File: config.mk
export PLATFORM = sky130hd
export DESIGN_NAME = url_percent_decoder
export DESIGN_NICKNAME = d
export VERILOG_FILES = /design/src/hw/rtl/upd_pkg.sv /design/src/hw/rtl/upd_front.sv /design/src/hw/rtl/upd_queue.sv /design/src/hw/rtl/upd_back.sv /design/src/hw/rtl/url_percent_decoder.sv
export VERILOG_INCLUDE_DIRS = /design/src /design/src/hw/rtl
export SDC_FILE = /design/constraint.sdc
export NUM_CORES = 1
export LEC_CHECK = 0
export BUFFER_PORTS_ARGS = -buffer_cell sky130_fd_sc_hd__clkbuf_2
export CORE_ASPECT_RATIO = 1.1
export CORE_UTILIZATION = 56
export DETAILED_ROUTE_END_ITERATION = 12
export PLACE_DENSITY_LB_ADDON = 0.12
export SLEW_MARGIN = 20
export SYNTH_ARGS = -nofsm -noshare
export SYNTH_HDL_FRONTEND = slang
export SYNTH_SLANG_ARGS = --single-unit
File: constraint.sdc
create_clock -name clk -period 6.5 [get_ports clk]
set_clock_uncertainty 0.2 [all_clocks]
set_input_delay 0.975 -clock clk [delete_from_list [all_inputs] [get_ports clk]]
set_output_delay 0.975 -clock clk [all_outputs]
set_load 0.02 [all_outputs]
File: src/hw/rtl/assert_macros.svh
// Assertion helpers shared by the RTL files.
// Every check is sampled on clk and held off while rst_n is low.
`ifndef ASSERT_MACROS_SVH
`define ASSERT_MACROS_SVH

// Check a property on every rising clock edge outside reset.
`define UPD_ASSERT(label, prop, msg) \
    label: assert property (@(posedge clk) disable iff (!rst_n) (prop)) \
        else $error(msg);

// Check that a condition holds in the cycle after a trigger.
`define UPD_ASSERT_NEXT(label, trig, cond, msg) \
    label: assert property (@(posedge clk) disable iff (!rst_n) (trig) |=> (cond)) \
        else $error(msg);

`endif

File: src/hw/rtl/upd_pkg.sv
`timescale 1ns / 1ps
`default_nettype none

package upd_pkg;

    // Character codes
    localparam logic [7:0] CHAR_NUL   = 8'h00;
    localparam logic [7:0] CHAR_SPACE = 8'h20;
    localparam logic [7:0] CHAR_PCT   = 8'h25;
    localparam logic [7:0] CHAR_PLUS  = 8'h2B;
    localparam logic [7:0] CHAR_ZERO  = 8'h30;
    localparam logic [7:0] CASE_GAP   = 8'h20;   // 'a' - 'A'
    localparam logic [7:0] ALPHA_BIAS = 8'd55;   // 'A' - 10

    // One decoded run: up to three characters, emitted c0 first
    typedef struct packed {
        logic [1:0] cnt;
        logic [7:0] c2;
        logic [7:0] c1;
        logic [7:0] c0;
    } upd_run_t;

    // Queue status seen by the front and back parts
    typedef struct packed {
        logic full;
        logic empty;
    } upd_q_status_t;

    function automatic logic is_hex(input logic [7:0] c);
        is_hex = (c >= 8'h30 && c <= 8'h39) || (c >= 8'h61 && c <= 8'h66) ||
                 (c >= 8'h41 && c <= 8'h46);
    endfunction

    function automatic logic [7:0] hex_val(input logic [7:0] c);
        logic [7:0] u;
        u = c;
        if (u >= 8'h61)
        begin
            u = u - CASE_GAP;
        end
        if (u >= 8'h41)
        begin
            hex_val = u - ALPHA_BIAS;
        end
        else
        begin
            hex_val = u - CHAR_ZERO;
        end
    endfunction

endpackage

`default_nettype wire

File: src/hw/rtl/upd_front.sv
`timescale 1ns / 1ps
`default_nettype none

`include "assert_macros.svh"

module upd_front
    import upd_pkg::*;
(
    input  wire logic          clk,
    input  wire logic          rst_n,
    input  wire logic          in_valid,
    output logic               in_ready,
    input  wire logic [7:0]    in_char,
    input  wire upd_q_status_t q_status,
    output logic               push,
    output upd_run_t           push_run
);

    localparam logic [1:0] PH_IDLE  = 2'd0;
    localparam logic [1:0] PH_PCT   = 2'd1;
    localparam logic [1:0] PH_DIGIT = 2'd2;

    logic [1:0] phase_reg, phase_next;
    logic [7:0] held_reg, held_next;
    logic       accept;
    logic       nul_taken;
    logic       c_hex;
    logic       idle_pct;
    logic [7:0] idle_out;
    logic [1:0] idle_cnt;
    upd_run_t   run;

    assign in_ready  = !q_status.full;
    assign accept    = in_valid && in_ready;
    assign nul_taken = accept && (in_char == CHAR_NUL);

    // Classify the incoming character as it would be seen with nothing held
    assign c_hex    = (in_char != CHAR_NUL) && is_hex(in_char);
    assign idle_pct = (in_char == CHAR_PCT);
    assign idle_out = (in_char == CHAR_PLUS) ? CHAR_SPACE : in_char;
    assign idle_cnt = idle_pct ? 2'd0 : 2'd1;

    // Build the run of output characters and the next escape state
    always_comb
    begin
        run        = '0;
        phase_next = idle_pct ? PH_PCT : PH_IDLE;
        held_next  = held_reg;
        case (phase_reg)
            PH_PCT:
            begin
                if (c_hex)
                begin
                    held_next  = in_char;
                    phase_next = PH_DIGIT;
                end
                else
                begin
                    run.c0  = CHAR_PCT;
                    run.c1  = idle_out;
                    run.cnt = 2'd1 + idle_cnt;
                end
            end
            PH_DIGIT:
            begin
                if (c_hex)
                begin
                    run.c0     = 8'((hex_val(held_reg) << 4) + hex_val(in_char));
                    run.cnt    = 2'd1;
                    phase_next = PH_IDLE;
                end
                else
                begin
                    run.c0  = CHAR_PCT;
                    run.c1  = held_reg;
                    run.c2  = idle_out;
                    run.cnt = 2'd2 + idle_cnt;
                end
            end
            default:
            begin
                run.c0  = idle_out;
                run.cnt = idle_cnt;
            end
        endcase
    end

    assign push     = accept && (run.cnt != 2'd0);
    assign push_run = run;

    // Advance the escape state on each accepted item
    always_ff @(posedge clk or negedge rst_n)
    begin
        if (!rst_n)
        begin
            phase_reg <= PH_IDLE;
            held_reg  <= 8'h00;
        end
        else if (accept)
        begin
            phase_reg <= phase_next;
            held_reg  <= held_next;
        end
    end

    `UPD_ASSERT_NEXT(a_nul_ends_escape, nul_taken, phase_reg == PH_IDLE, "escape held past end")
    `UPD_ASSERT(a_no_push_when_full, push |-> !q_status.full, "run pushed into full queue")

endmodule

`default_nettype wire

File: src/hw/rtl/upd_queue.sv
`timescale 1ns / 1ps
`default_nettype none

`include "assert_macros.svh"

module upd_queue
    import upd_pkg::*;
#(
    parameter int DEPTH = 2
)
(
    input  wire logic     clk,
    input  wire logic     rst_n,
    input  wire logic     push,
    input  wire upd_run_t push_run,
    input  wire logic     pop,
    output upd_run_t      head,
    output upd_q_status_t status
);

    localparam int PTR_W = $clog2(DEPTH);
    localparam int CNT_W = $clog2(DEPTH + 1);
    localparam logic [PTR_W-1:0] LAST_PTR = PTR_W'(DEPTH - 1);

    upd_run_t         mem_reg [DEPTH];
    logic [PTR_W-1:0] wr_ptr_reg, wr_ptr_next;
    logic [PTR_W-1:0] rd_ptr_reg, rd_ptr_next;
    logic [CNT_W-1:0] cnt_reg, cnt_next;

    assign head         = mem_reg[rd_ptr_reg];
    assign status.full  = (cnt_reg == CNT_W'(DEPTH));
    assign status.empty = (cnt_reg == '0);

    // Advance pointers with wrap and track the fill level
    always_comb
    begin
        wr_ptr_next = wr_ptr_reg;
        rd_ptr_next = rd_ptr_reg;
        cnt_next    = cnt_reg;
        if (push)
        begin
            wr_ptr_next = (wr_ptr_reg == LAST_PTR) ? '0 : wr_ptr_reg + 1'b1;
        end
        if (pop)
        begin
            rd_ptr_next = (rd_ptr_reg == LAST_PTR) ? '0 : rd_ptr_reg + 1'b1;
        end
        if (push && !pop)
        begin
            cnt_next = cnt_reg + 1'b1;
        end
        else if (pop && !push)
        begin
            cnt_next = cnt_reg - 1'b1;
        end
    end

    always_ff @(posedge clk or negedge rst_n)
    begin
        if (!rst_n)
        begin
            wr_ptr_reg <= '0;
            rd_ptr_reg <= '0;
            cnt_reg    <= '0;
        end
        else
        begin
            wr_ptr_reg <= wr_ptr_next;
            rd_ptr_reg <= rd_ptr_next;
            cnt_reg    <= cnt_next;
        end
    end

    // Hold run records
    always_ff @(posedge clk)
    begin
        if (push)
        begin
            mem_reg[wr_ptr_reg] <= push_run;
        end
    end

    `UPD_ASSERT(a_no_underflow, pop |-> !status.empty, "pop from empty queue")
    `UPD_ASSERT(a_cnt_bound, cnt_reg <= CNT_W'(DEPTH), "queue count beyond depth")

endmodule

`default_nettype wire

File: src/hw/rtl/upd_back.sv
`timescale 1ns / 1ps
`default_nettype none

`include "assert_macros.svh"

module upd_back
    import upd_pkg::*;
(
    input  wire logic          clk,
    input  wire logic          rst_n,
    input  wire upd_run_t      head,
    input  wire upd_q_status_t q_status,
    output logic               pop,
    output logic               out_valid,
    input  wire logic          out_ready,
    output logic [7:0]         out_char,
    output logic               last_of_run
);

    logic [1:0] idx_reg, idx_next;
    logic       out_valid_reg, out_valid_next;
    logic [7:0] out_char_reg;
    logic       out_last_reg;
    logic       load;
    logic       at_last;
    logic [7:0] sel_char;

    assign load    = (!out_valid_reg || out_ready) && !q_status.empty;
    assign at_last = (idx_reg == (head.cnt - 2'd1));
    assign pop     = load && at_last;

    // Pick the next character of the head run
    always_comb
    begin
        case (idx_reg)
            2'd0:    sel_char = head.c0;
            2'd1:    sel_char = head.c1;
            default: sel_char = head.c2;
        endcase
    end

    always_comb
    begin
        idx_next       = idx_reg;
        out_valid_next = out_valid_reg;
        if (load)
        begin
            idx_next       = at_last ? 2'd0 : idx_reg + 2'd1;
            out_valid_next = 1'b1;
        end
        else if (out_ready)
        begin
            out_valid_next = 1'b0;
        end
    end

    always_ff @(posedge clk or negedge rst_n)
    begin
        if (!rst_n)
        begin
            idx_reg       <= 2'd0;
            out_valid_reg <= 1'b0;
        end
        else
        begin
            idx_reg       <= idx_next;
            out_valid_reg <= out_valid_next;
        end
    end

    // Hold the output payload until taken
    always_ff @(posedge clk)
    begin
        if (load)
        begin
            out_char_reg <= sel_char;
            out_last_reg <= at_last;
        end
    end

    assign out_valid   = out_valid_reg;
    assign out_char    = out_char_reg;
    assign last_of_run = out_last_reg;

    `UPD_ASSERT(a_idx_in_run, !q_status.empty |-> (idx_reg < head.cnt), "run index past run")
    `UPD_ASSERT(a_idx_zero_idle, q_status.empty |-> (idx_reg == 2'd0), "stale run index")

endmodule

`default_nettype wire

File: src/hw/rtl/url_percent_decoder.sv
// Streaming form-urlencoded decoder, one character per item.
// Input channel: in_valid / in_ready / in_char. Output channel: out_valid /
// out_ready / out_char / last_of_run. "%XY" (hex, either case) becomes one
// byte, '+' becomes a space, other bytes pass. A broken escape releases the
// held '%' and digit literally, then the breaking character is handled anew.
// in_char of zero flushes anything held and yields a zero terminator.
// An item yields 0 to 3 results; last_of_run marks the final one.
// The first result of an item passes through the run queue (written by
// the accepting edge) and then the output register before it is valid.
// Throughput: one item per cycle while each item yields at most one result
// and out_ready stays high. The output register emits one result per cycle
// while out_ready is high, so an item that yields two or three results
// holds it while each is emitted in turn; the run queue (QUEUE_DEPTH runs)
// absorbs this and in_ready drops only when it is full.
// A stalled receiver holds the output register; the queue then fills and
// in_ready falls. Reset clears the escape state, the queue and out_valid.
`timescale 1ns / 1ps
`default_nettype none

module url_percent_decoder
    import upd_pkg::*;
#(
    parameter int QUEUE_DEPTH = 2
)
(
    input  wire logic       clk,
    input  wire logic       rst_n,
    input  wire logic       in_valid,
    output logic            in_ready,
    input  wire logic [7:0] in_char,
    output logic            out_valid,
    input  wire logic       out_ready,
    output logic [7:0]      out_char,
    output logic            last_of_run
);

    upd_q_status_t q_status;
    upd_run_t      push_run;
    upd_run_t      head;
    logic          push;
    logic          pop;

    upd_front u_front (
        .clk      (clk),
        .rst_n    (rst_n),
        .in_valid (in_valid),
        .in_ready (in_ready),
        .in_char  (in_char),
        .q_status (q_status),
        .push     (push),
        .push_run (push_run)
    );

    upd_queue #(
        .DEPTH (QUEUE_DEPTH)
    ) u_queue (
        .clk      (clk),
        .rst_n    (rst_n),
        .push     (push),
        .push_run (push_run),
        .pop      (pop),
        .head     (head),
        .status   (q_status)
    );

    upd_back u_back (
        .clk         (clk),
        .rst_n       (rst_n),
        .head        (head),
        .q_status    (q_status),
        .pop         (pop),
        .out_valid   (out_valid),
        .out_ready   (out_ready),
        .out_char    (out_char),
        .last_of_run (last_of_run)
    );

endmodule

`default_nettype wire
After elaboration in Yosys (flattened, before gate mapping) --
Memory sizes are Yosys's and may differ from the RTL's. Cells that the tools add are included.
Word-level totals: input bits 12, bits in registers 26, memories 1, memory bits (writable) 52, word-level logic and storage cells 103
Cells by class: add/sub/neg operators 15, magnitude comparators 9, mux-type cells 37, equal/unequal tests 7, reductions and logical operators 25
Memories:
- u_queue.mem_reg | depth 2, bits a word 26, rd ports 1, clocked after Yosys merged registers in 0, wr ports 1, line upd_queue.sv:25 | upd_run_t mem_reg [DEPTH];
Operators with widths (count):
- $mux 8 | 12
- $pmux 8 s2 | 3
- $ge 8x7->1 const B | 5
- $mux 16 | 2
- $sub 8x6->8 const B | 4
- $eq 8x6->1 const B | 2
- $le 8x7->1 const B | 2
- $mux 2 | 7
- $mux 4 | 3
- $logic_and 1x1->1 | 10
- $add 8x8->8 | 1
- $ge 8x6->1 const B | 1
- $le 8x6->1 const B | 1
- $mux 1 | 8
- $pmux 2 s2 | 2
- $reduce_bool 8->1 | 1
- $reduce_bool 2->1 | 3
- $logic_not 1->1 | 5
- $add 2x1->2 const B | 2
- $eq 2x1->1 const B | 2
- $eq 2x2->1 const B | 2
- $logic_not 2->1 | 2
- $sub 2x1->2 const B | 2
- $sub 4x1->4 const B | 1
- 7 further kinds | 10

Logic depth before layout (Yosys ltp) --
depth in word-level cells 14, mapped depth 17, mapped depth without buffers 16

Cells and area by module --
From an unflattened synthesis, not the netlist that was laid out.
Unflattened totals: cells, all modules 361, area, all modules 4399.2 µm²
By module, submodules not included:
- upd_queue | instances 1, cells an instance 97, area an instance 2163.3 µm²
- upd_front | instances 1, cells an instance 207, area an instance 1620.3 µm²
- upd_back | instances 1, cells an instance 57, area an instance 615.6 µm²

Worst setup path before layout --
OpenSTA, ideal clock, no wires.
path kind input to register, from input port in_char[1], to memory u_queue.mem_reg[0][0] (netlist bit), enable pin, setup slack 1.695 ns, cell stages on the path 9, arrival time 4.193 ns, setup time 0.412 ns, buffers on the path 1, cells stage by stage clkbuf_1 inv_1 ha_1 or4b_4 o221ai_2 a21oi_1 or3_4 o31ai_4 nor2b_1
Between the ends: cells in the longest elaborated chain, start to end 11
RTL lines:
- start: declaration | line url_percent_decoder.sv:30 | input wire logic [7:0] in_char,
- $ge 8x6->1 (tied with other cells) | line upd_pkg.sv:30 | is_hex = (c >= 8'h30 && c <= 8'h39) || (c >= 8'h61 && c <= 8'h66) ||
- $logic_and 1x1->1 | line upd_pkg.sv:30
- $logic_or 1x1->1 (2 in a row) | line upd_pkg.sv:30
- $logic_and 1x1->1 | line upd_front.sv:38 | assign c_hex = (in_char != CHAR_NUL) && is_hex(in_char);
- $mux 2, on equally long branches | line upd_front.sv:66, upd_front.sv:52
- $pmux 2 s2 (*) | line upd_front.sv:49 | case (phase_reg)
- $reduce_bool 2->1 (*) | line upd_front.sv:88 | assign push = accept && (run.cnt != 2'd0);
- $logic_and 1x1->1 (*) | line upd_front.sv:88
- named net push | line url_percent_decoder.sv:40 | logic push;
- $mux 1 (*) | line upd_queue.sv:77 | if (push)
- $mux 1 (not written as such) (*) | line upd_queue.sv:79 | mem_reg[wr_ptr_reg] <= push_run;
- end: declaration | line upd_queue.sv:25
Mark *: on every way through the listed nets, which the timed path passes. The rest lies on a longest branch.

==> summary.md <==
| Metric | Value |
|---|---|
| Area added between synthesis and finish | 8.51% |
| Combinational fraction of design power | 0.305 |
| # Max-Cap Violations | 0 |
| Top_reg_cell synth | edfxtp_1 |
| Number of cells on the worst reg-to-reg path | 12 |
| WHS Path Cells | 1 |
| Total GRT Usage | 0.237 |
| Status | finished clean |
| Crit path max-delay family | compound AO/OA/AOI/OAI gates |
| P_int | 1.05 mW |
| Critical path peak fanout | 10 |
| Post-Syn Area | 4160 sq um |
| Crit path capture type | flop |
| Crit path max-delay cell type | or4b_4 |
| Endpoints failing setup | 0 |
| PostCTS Resize Cnt | 0 |
| Fillers | 546 |
| Sw Pwr | 0.543 mW |
| Clock slew at reported path FFs | 0.08 ns |
| Average wire per standard cell | 18.3 um |
| Syn Area/Cell | 11.6 sq um |
| # clock sinks | 78 |
| Post-layout min period | 4.67 ns |
| Syn_nets | 394 |
| Max H-tree Level | 3 |
| Crit. path cell count | 15 |
| Initial Util | 0.587 |
| # Post-CTS Setup Buffers | 0 |
| Fin crit share | 0.718 |
| Die height | 92.4 um |
| Max incr delay on CP | 0.52 ns |
| Top cells by area, synth | edfxtp_1 44%, dfrtp_1 10%, ha_1 6.3%, nor2_1 3.2%, mux2i_1 2.4% |
| Share of layout cells above drive strength 1 | 0.153 |
| DRC | 0 |
| Fin util | 0.637 |
| Hold WS | 0.316 ns |
| FP Rows | 32 |
| Final WL | 8.49 mm |
| Sw Ratio | 0.340 |
| Root Buffer | clkbuf_8 |
| Seq. cell area | 2260 sq um |
| Num ports | 23 |
| Setup_tns | 0 ns |
| Pre-antenna DRT Iters | 4 |
| Lkg Pwr | 1.77 nW |
| Half-perimeter wire length after detailed placement | 6.04 mm |
| CTS tree | built |
| Core ar. | 7090 sq um |
| Post-synth ARST share | 0.218 |
| DR vias | 2861 |
| First-pass GRT wire length | 14.0 mm |
| Area leader, netlist | edfxtp_1 |
| Die W | 84.2 um |
| Design Area, Final | 4510 sq um |
| Initial antenna violation count | 0 |
| Final std cells w/o fill | 465 |
| Largest net degree at the start of global routing | 27 |
| Final Hold Vio Count | 0 |
| Sequential power share | 0.475 |
| Worst Path Class, Setup | in -> reg |
| Layout Nets | 409 |
| Final slew viol count | 0 |
| Multi-input gate area | 1750 sq um |
| Worst-Skew Late Latency | 0.35 ns |
| Num CTS Buffers | 9 |
| Max reg flops | 52 |
| Routed Antenna Nets | 0 |
| # diodes | 0 |
| Peak supply drop | 0.132 mV |
| Relative slew slack | 0.442 |
| Die footprint | 7780 sq um |
| Netlist cell types | 56 |
| Number of port buffers | 22 |
| Inst Count DP | 449 |
| Placer Congestion | 0.912 |
| Worst min-delay path class | reg -> reg |
| DRT iter0 DRCs | 178 |
| Area of placed instances | 4320 sq um |
| Critical path buffers and inverters | 2 |
| Critical path launch point type | input port |
| Worst Path Arrival | 4.62 ns |
| Critical Path RT | 6.46 ns |
| Total congestion overflow | 0 |
| Max Fclk | 0.214 GHz |
| Yosys top cell area share | 0.440 |
| PD cells | 353 nW/um^2 |
| Synth Register Bits | 78 |
| Unrepaired setup endpoints after global routing | false |
| Slew @ Worst Pin | 0.828 ns |
| Clock Power Share | 0.220 |
| Post-synth EDFFs | 61 |
| Max Root-Sink Buffers | 2 |
| Sequential fraction of the synthesis area | 0.543 |
| Vias per inst | 6.15 |
| Mapped Cells | 360 |
| Crit-path cells | clkbuf_2 -> inv_1 -> ha_1 -> or4b_4 -> nor2_1 -> a21oi_1 -> o211ai_2 -> nand2_1 -> o31ai_1 -> ha_1 -> a21o_1 -> a21oi_1 -> xor2_1 -> xnor3_1 -> o31ai_2 |
| Hold_buf cts | 0 |
| YS warnings | 0 |
| Vias in the first global route | 2750 |
[per-layer routing]
| metal | up-vias | part of all wire | track usage |
|---|---|---|---|
| met4 | 0 | 0.019 | 0.0948 |
| met1 | 1387 | 0.45 | 0.311 |
| met3 | 12 | 0.037 | 0.0383 |
| met5 | - | 0 | 0 |
| li1 | 1382 | - | - |
| met2 | 80 | 0.49 | 0.394 |
[kinds of logic (layout without fill, tap and decap cells)]
logic type	after synthesis	after routing	share of synthesized area
fa+ha+maj	22	22	0.0680
simple gates	98	98	0.116
compound gates	90	90	0.161
mux	16	16	0.0403
buf+inv	42	62	0.0391
flops	78	78	0.543
xor+xnor	14	14	0.0328
[cell type report]
| cell class | instances | area share |
|---|---|---|
| clock buffers | 10 | 0.0283 |
| clock inverters | 6 | 0.0139 |
| inverters | 20 | 0.0166 |
| multi-input cells | 240 | 0.387 |
| flip-flops and latches | 78 | 0.500 |
| well taps | 85 | 0.0236 |
| repair buffers | 26 | 0.0310 |
[cells in the final DEF (no fill, tap or decap), types with 2 or more instances in the layout]
cell and count:
a211oi_1 11, a21o_1 3, a21oi_1 10, a22o_1 8, a22oi_1 13, a31oi_1 9
a32oi_1 4, a41oi_1 2, and3_1 2, buf_4 4, clkbuf_2 22, clkbuf_8 9
clkinv_2 3, clkinv_4 2, dfrtp_1 17, edfxtp_1 61, ha_1 21, inv_1 19
mux2_2 6, mux2i_1 10, nand2_1 25, nand2b_1 3, nand3_1 13, nand3b_1 2
nor2_1 34, nor2b_1 2, nor4b_1 3, o2111ai_1 2, o211ai_1 2, o21ai_0 10
o22ai_1 3, o31ai_1 4, xnor2_1 7, xor2_1 6
[final timing paths]
kind	startpoint	end	slack, ns
max	in_char[0]	u_queue.mem_reg[0][7]	1.83
min	u_front.phase_reg[1]	u_front.phase_reg[1]	0.32
max reg2reg	u_front.held_reg[1]	u_queue.mem_reg[0][7]	2.29
min reg2reg	u_front.phase_reg[1]	u_front.phase_reg[1]	0.32
max in group asynchronous	rst_n	u_front.held_reg[1]	5.47
min in group asynchronous	rst_n	u_queue.wr_ptr_reg	0.34
[stage by stage]
stage | worst slack [ns] | power, mW
detailed placement | 1.52 | 1.26
CTS | 1.88 | 1.61
global placement | 1.65 | 1.24
finish | 1.83 | 1.60
floorplan | 1.70 | 1.12
global route | 1.51 | 1.69
[synthesized netlist by cell type, drive strengths merged (2+ instances only)]
cell / n
o2111ai: 2
o22ai: 3
a21oi: 10
o21ai: 10
inv: 19
nand3: 13
xor2: 6
a31oi: 9
nor4b: 3
or4b: 2
nand3b: 2
a21o: 3
clkbuf: 17
dfrtp: 17
a41oi: 2
o211ai: 3
nand2b: 3
mux2i: 10
nand2: 25
edfxtp: 61
o31ai: 6
buf: 5
a211oi: 11
a32oi: 4
nor2: 35
a22o: 8
or3: 2
a22oi: 13
o221ai: 2
nor2b: 3
and3: 2
xnor2: 7
mux2: 6
ha: 21
[worst reg2reg max path, delay by kind of cell, from the launching register on]
kind	cells	cell delay, ns
buffers and inverters	1	0.10
DFF	1	0.41
and+or+nand+nor	3	1.18
muxes	1	0.42
adders and majority gates	2	0.50
xor gates and xnor gates	2	0.59
AOI/OAI and AO/OA	3	0.62
[power by group through the flow]
stage | registers, mW | clock network (mW) | logic, mW
floorplan | 0.784 | 0 | 0.332
global placement | 0.765 | 0 | 0.477
detailed placement | 0.770 | 0 | 0.490
CTS | 0.759 | 0.355 | 0.492
global route | 0.771 | 0.373 | 0.546
finish | 0.757 | 0.351 | 0.487
Note: power is estimated with default switching activity, not from simulation.
